===== src/hw/rtl/clq_pkg.sv =====
`timescale 1ns / 1ps
`default_nettype none

package clq_pkg;

	// Default geometry of the centroid store.
	localparam int CLQ_MAX_CENTROIDS = 16;
	localparam int CLQ_CHANNELS      = 3;
	localparam int CLQ_FRAC_BITS     = 16;

	// Fixed field widths.
	localparam int PIX_W      = 8;
	localparam int ALPHA_W    = 16;
	localparam int WIN_W      = 16;
	localparam int MAXC_W     = 5;
	localparam int LABEL_W    = 4;
	localparam int ACTIVE_W   = 5;
	localparam int CFG_DATA_W = 16;
	localparam int CFG_IDX_W  = 2;

	// Configuration register indexes.
	localparam logic [CFG_IDX_W-1:0] REG_LEARN_RATE    = 2'd0;
	localparam logic [CFG_IDX_W-1:0] REG_MAX_CLUSTERS  = 2'd1;
	localparam logic [CFG_IDX_W-1:0] REG_WIN_THRESHOLD = 2'd2;

	// Configuration reset values.
	localparam logic [ALPHA_W-1:0] LEARN_RATE_RST    = 16'd6554;
	localparam logic [MAXC_W-1:0]  MAX_CLUSTERS_RST  = 5'd8;
	localparam logic [WIN_W-1:0]   WIN_THRESHOLD_RST = 16'd1131;

	// Win counters saturate here.
	localparam logic [WIN_W-1:0] WIN_SAT = 16'hFFFF;

	// Item function codes.
	localparam logic FUNC_TRAIN    = 1'b0;
	localparam logic FUNC_CLASSIFY = 1'b1;

	typedef struct packed {
		logic [ALPHA_W-1:0] learn_rate;
		logic [MAXC_W-1:0]  max_clusters;
		logic [WIN_W-1:0]   win_threshold;
	} cfg_t;

endpackage

`default_nettype wire


===== src/hw/rtl/clq_dist.sv =====
`timescale 1ns / 1ps
`default_nettype none

// Three-stage squared-distance pipeline: absolute differences, squares, sum.
module clq_dist #(
	parameter int CHANNELS  = clq_pkg::CLQ_CHANNELS,
	parameter int FRAC_BITS = clq_pkg::CLQ_FRAC_BITS,
	parameter int TAG_W     = 5
) (
	input  logic                                               clk,
	input  logic                                               arst_n,
	input  logic                                               in_valid,
	input  logic [TAG_W-1:0]                                   in_tag,
	input  logic [CHANNELS-1:0][clq_pkg::PIX_W-1:0]            pix,
	input  logic [CHANNELS-1:0][clq_pkg::PIX_W+FRAC_BITS-1:0]  row,
	output logic                                               out_valid,
	output logic [TAG_W-1:0]                                   out_tag,
	output logic [2*(clq_pkg::PIX_W+FRAC_BITS)+1:0]            sq_dist
);
	import clq_pkg::*;

	localparam int CW     = PIX_W + FRAC_BITS;
	localparam int DIST_W = 2 * CW + 2;

	logic [CHANNELS-1:0][CW-1:0]   absd;
	logic [CHANNELS-1:0][CW-1:0]   absd_s1;
	logic [CHANNELS-1:0][2*CW-1:0] sq;
	logic [CHANNELS-1:0][2*CW-1:0] sq_s2;
	logic [DIST_W-1:0]             sum;
	logic [DIST_W-1:0]             dist_s3;
	logic                          v_s1, v_s2, v_s3;
	logic [TAG_W-1:0]              tag_s1, tag_s2, tag_s3;

	// Per-channel absolute difference against the pixel scaled to fixed point.
	always_comb begin
		logic [CW-1:0] p;
		for (int c = 0; c < CHANNELS; c++) begin
			p = {pix[c], {FRAC_BITS{1'b0}}};
			absd[c] = (p >= row[c]) ? (p - row[c]) : (row[c] - p);
		end
	end

	// One square per channel.
	always_comb begin
		for (int c = 0; c < CHANNELS; c++) begin
			sq[c] = absd_s1[c] * absd_s1[c];
		end
	end

	// Sum of the channel squares.
	always_comb begin
		sum = '0;
		for (int c = 0; c < CHANNELS; c++) begin
			sum = sum + DIST_W'(sq_s2[c]);
		end
	end

	// Datapath registers.
	always_ff @(posedge clk) begin
		absd_s1 <= absd;
		sq_s2   <= sq;
		dist_s3 <= sum;
		tag_s1  <= in_tag;
		tag_s2  <= tag_s1;
		tag_s3  <= tag_s2;
	end

	// Valid bits follow the data down the pipe.
	always_ff @(posedge clk or negedge arst_n) begin
		if (!arst_n) begin
			v_s1 <= 1'b0;
			v_s2 <= 1'b0;
			v_s3 <= 1'b0;
		end else begin
			v_s1 <= in_valid;
			v_s2 <= v_s1;
			v_s3 <= v_s2;
		end
	end

	assign out_valid = v_s3;
	assign out_tag   = tag_s3;
	assign sq_dist   = dist_s3;

endmodule

`default_nettype wire


===== config.mk =====
export PLATFORM = sky130hd
export DESIGN_NAME = clq_dist
export DESIGN_NICKNAME = d
export VERILOG_FILES = /design/src/hw/rtl/clq_pkg.sv /design/src/hw/rtl/clq_dist.sv
export SDC_FILE = /design/constraint.sdc
export NUM_CORES = 2
export LEC_CHECK = 0
export BUFFER_PORTS_ARGS = -buffer_cell sky130_fd_sc_hd__buf_2
export CORE_MARGIN = 5
export CORE_UTILIZATION = 60
export DETAILED_ROUTE_END_ITERATION = 10
export GPL_TIMING_DRIVEN = 1
export PLACE_DENSITY_LB_ADDON = 0.12
export SETUP_SLACK_MARGIN = 0.2
export SLEW_MARGIN = 20
export SYNTH_ARGS = -nofsm -noshare
export SYNTH_HDL_FRONTEND = slang
export SYNTH_SLANG_ARGS = --single-unit

===== constraint.sdc =====
create_clock -name clk -period 7.9 [get_ports clk]
set_clock_uncertainty 0.2 [all_clocks]
set_input_delay 0.79 -clock clk [delete_from_list [all_inputs] [get_ports clk]]
set_output_delay 0.79 -clock clk [all_outputs]
set_load 0.01 [all_outputs]

== Yosys cells after proc, flatten, opt, wreduce, memory -nomap -nowiden ==
Index checks and enable logic that the tools add are counted.

* $lt $le $gt $ge: 3
* Mux-type cells: 3
* Multiply operators: 3
* Add/sub/neg operators: 8

{| class="wikitable"
|+ Operators by type and width
! kind !! count
|-
| multiplier 24 x 24 -> 48 bit || 3
|-
| subtractor 24 bit || 6
|-
| greater-or-equal comparator 24 bit || 3
|-
| 2-to-1 mux 24 bit || 3
|-
| adder 49 x 48 -> 50 bit || 1
|-
| adder 48 x 48 -> 49 bit || 1
|}

* Output and inout bits: 56
* Register bits: 284

== Logic depth before layout (Yosys ltp) ==
* Depth after elaboration: 2
* Depth in mapped cells: 29

== Worst setup path before layout ==
OpenSTA, ideal clock, no wires.

* Path type: reg2reg
* Start point: register absd_s1[26] in the netlist's numbering
* End point: register sq_s2[92] in the netlist's numbering
* Data required time: 7580 ps
* Cell stages (with the launch flop): 28
* Path buffers: 2
* Path slack: 652 ps
* Data arrival time: 6928 ps
* Setup time: 120 ps
* Cells stage by stage: dfxtp_1 -> clkbuf_1 -> nand2_1 -> fa_1 -> inv_1 -> fa_1 -> inv_1 -> fa_1 -> inv_1 -> fa_1 -> inv_1 -> fa_1 -> inv_1 -> fa_1 -> inv_1 -> fa_1 -> inv_1 -> ha_1 -> clkbuf_1 -> nand3_1 -> or3_1 -> nor3_1 -> o2111ai_1 -> a21oi_1 -> nor3_1 -> o311ai_1 -> a41oi_1 -> xnor2_1

{| class="wikitable"
|+ RTL lines
! element !! line !! source
|-
| start: declaration || clq_dist.sv:26 || <nowiki>logic [CHANNELS-1:0][CW-1:0] absd_s1;</nowiki>
|-
| start signal: assignment || clq_dist.sv:60 || <nowiki>absd_s1 <= absd;</nowiki>
|-
| end signal: assignment || clq_dist.sv:61 || <nowiki>sq_s2 <= sq;</nowiki>
|-
| end: declaration || clq_dist.sv:28 || <nowiki>logic [CHANNELS-1:0][2*CW-1:0] sq_s2;</nowiki>
|}

==> key figures <==
Run status
  • Status: finished clean

Route
  • Final ANT Viol Nets: 0
  • DRT iter0 DRCs: ~2.5k
  • DR vias/cell: roughly 5.3
  • DRT Wirelength: roughly 140000 um
  • Vias: 42.42k
  • DRC: 0
  • Avg WL per Cell: between 15 and 20 um
  • TritonRoute pass-1 iters: 6

STA
  • Fin crit share: 94.42%
  • Period minus WS final: ~7500 ps
  • RSZ-0062 raised after global routing: no
  • Final setup TNS: 0 ps
  • Fin. max-slew vios: 0
  • Worst-margin pin slew: 973.8 ps
  • Hold Fails Final Rpt: 0
  • Fmax: between 100 and 150 MHz
  • Endpoints failing setup: 0
  • Rel. slew slack: between 30% and 40%

Synth
  • Post-synthesis cell area: slightly above 60000 um^2
  • Post-Synthesis Cells: roughly 6.6k
  • Yosys warns: 0
  • Top_reg_cell synth: dfxtp_1
  • Register area share after synthesis: a little under a tenth
  • Async set-reset flop share out of synthesis: 1.068%
  • Synthesis-stage register bit count: approximately 280
  • Post-synthesis cell type count: between 70 and 80
  • Number of synthesized flops with an enable pin: 0
  • Syn avg cell area: approximately 9.3 um^2

Setup path
  • CP Launch Type: flip-flop
  • Worst path required time: 8200 ps
  • Crit Path Max Fanout: 12
  • CP arrival: between 7000 and 8000 ps
  • Crit path kind: flip-flop to flip-flop
  • Slowest cell on crit path: fa_1
  • Crit path top cell by count: fa_1
  • Register-to-Register Path Depth: 24
  • CP Capture Type: flip-flop
  • Crit Reg-Reg Startpoint: absd_s1[55]
  • Largest stage delay, worst path: around 530 ps
  • Worst R2R End: sq_s2[143]
  • Internal reg-to-reg setup slack: 440 ps
  • Critical path, cell by cell: buf_4, and2_1, fa_1, inv_1, fa_1, inv_1, fa_1, inv_1, fa_1, inv_1, fa_1, fa_1, inv_1, fa_1, inv_1, ha_2, and3_1, nand4_1, a211o_1, a311o_1, o32ai_4, a21oi_2, o31ai_2, xnor2_1

Cells and area
  • Commonest cells after routing, fill and taps aside: inv_1, fa_1, ha_1
  • Final net count: between 8k and 9k
  • Share of cells above drive strength 1: ~6.3%
  • # fillers: around 8.4k
  • Antenna cells: 0
  • Synth-to-layout area growth: 6.864%
  • Most common cell after layout, fill and taps aside: inv_1

Flow run
  • Max_cap viols: 0

Global routing
  • First-pass GRT wire length: 236200 um
  • GR Util All Layers: 27.30%
  • GRT Residual Overflow: 0
  • Largest net degree at the start of global routing: 30
  • Initial antenna violation count: 12
  • Vias in the first global route: ~46k

CTS
  • Clk root buf: clkbuf_16
  • Clock sink count: 281
  • Clock slew at reported path FFs: 60 ps
  • Post-CTS Setup Inserts: 0
  • Number of buffers created by CTS: 37
  • CTS max path bufs: 3
  • CTS tree: done
  • H-tree depth: 2
  • Worst-Skew Late Latency: 620 ps

Place
  • Dpl hpwl: about 120000 um
  • Gpl congestion: roughly 0.96
  • Port Buffers: 159

Die
  • Die height: between 300 and 400 um
  • Die area: approximately 110000 um^2
  • Io pins: 160
  • Initial Util: 60.55%
  • Row cnt: 116
  • Core area: about 100000 um^2
  • Die W: between 300 and 400 um

Hold path
  • Hold path cells: 1
  • Worst min path class: input port to flip-flop
  • Hold path endpoint: tag_s1[3]
  • Worst Hold Launch: in_tag[3]
==> registers in the layout (all words and copies together), names as in the netlist <==
signal,count
sq_s2,141
absd_s1,72
tag_s2,5
out_valid,1
out_tag,5
tag_s1,5
v_s1,1
sq_dist,50
v_s2,1
==> area by class of cell <==
type	count	area, um^2	share of cell area, %
repair buffers	275	1737	2.676
clock buffers	44	972.2	1.498
multi-input cells	4206	47410	73.07
flip-flops and latches	281	5700	8.785
clock inverters	23	355.3	0.5476
inverters	1869	7015	10.81
well taps	1357	1698	2.617
==> cell families after synthesis <==
logic type | synth area share, %
buf+inv | 12.80
fa+ha+maj | 56.29
simple gates | 10.81
compound gates | 6.616
flops | 9.289
xor+xnor | 3.880
mux | 0.3214
other cells | 0.006176
==> through the flow <==
| stage | util [%] | worst slack [ps] | cells | hold WS [ps] | area (um^2) |
|---|---|---|---|---|---|
| floorplan | - | 652.4 | 6554 | 109.6 | 60730 |
| global placement | 63.19 | 392.6 | 7987 | 110.0 | 63370 |
| detailed placement | 63.19 | 258.5 | 7987 | 115.0 | 63370 |
| CTS | 64.52 | 233.1 | 8055 | 61.47 | 64710 |
| global route | 64.70 | 201.6 | 8055 | 72.61 | 64890 |
| finish | 64.70 | 441.1 | 8055 | 94.22 | 64890 |
==> timing repair <==
action / in CTS / in global routing
hold buffers: 1 / 0
setup endpoints to repair: 0 / 41
hold endpoints to repair: 3 / 0
resized for setup: 0 / 71
==> metal layers <==
layer	GRT usage [%]	part of all wire, %	up-vias
met4	6.598	2.6	0
met5	0	0	-
met1	38.51	44	21401
li1	-	-	19710
met2	45.94	48	1090
met3	2.933	5.5	219
==> how the worst max path moves through the flow <==
stage	startpoint	end	slack, ps	cells after the start
after detailed placement	absd_s1[29]	sq_s2[92]	260	25
after CTS	absd_s1[29]	sq_s2[92]	230	26
final	absd_s1[55]	sq_s2[143]	440	24
after global placement	absd_s1[29]	sq_s2[89]	390	26
after global routing	absd_s1[26]	sq_s2[94]	200	25
after floorplan	absd_s1[26]	sq_s2[92]	650	27
==> synthesized netlist by cell type (all sizes together), types with 6 or more instances <==
cell type	number	area (um^2)
o21bai	27	202.7
a31oi	26	162.7
clkbuf	185	694.4
o21a	23	172.7
xor2	88	770.7
nor3	44	220.2
a21o	94	705.7
and2	365	2283
nand2b	22	137.6
a221oi	6	71.32
o41ai	10	95.10
inv	1869	7015
nor2b	34	212.7
a211oi	21	157.7
a41oi	11	96.34
nor4	12	75.07
a211o	8	70.07
a21oi	209	1050
or3	11	68.82
o211ai	7	52.55
or2	14	87.59
and3	14	87.58
dfxtp	278	5565
mux2i	15	150.1
ha	618	7732
nand2	564	2117
nand3	47	235.2
nor2	166	623.1
o31ai	20	155.1
o21ai	112	564.3
fa	1321	26450
buf	13	60.05
xnor2	181	1585
nand4	43	269.0
==> worst max-delay path: cells and delay by family, from the launching register on <==
kind	cells	cell delay, ps
buf+inv	7	570
xor+xnor	1	90
fa+ha+maj	8	3880
simple gates	3	600
flops	1	420
compound gates	5	1560
Power is left out: the tool's default activity adds up to more than one toggle a clock period on the data nets, which glitch-free logic cannot reach.
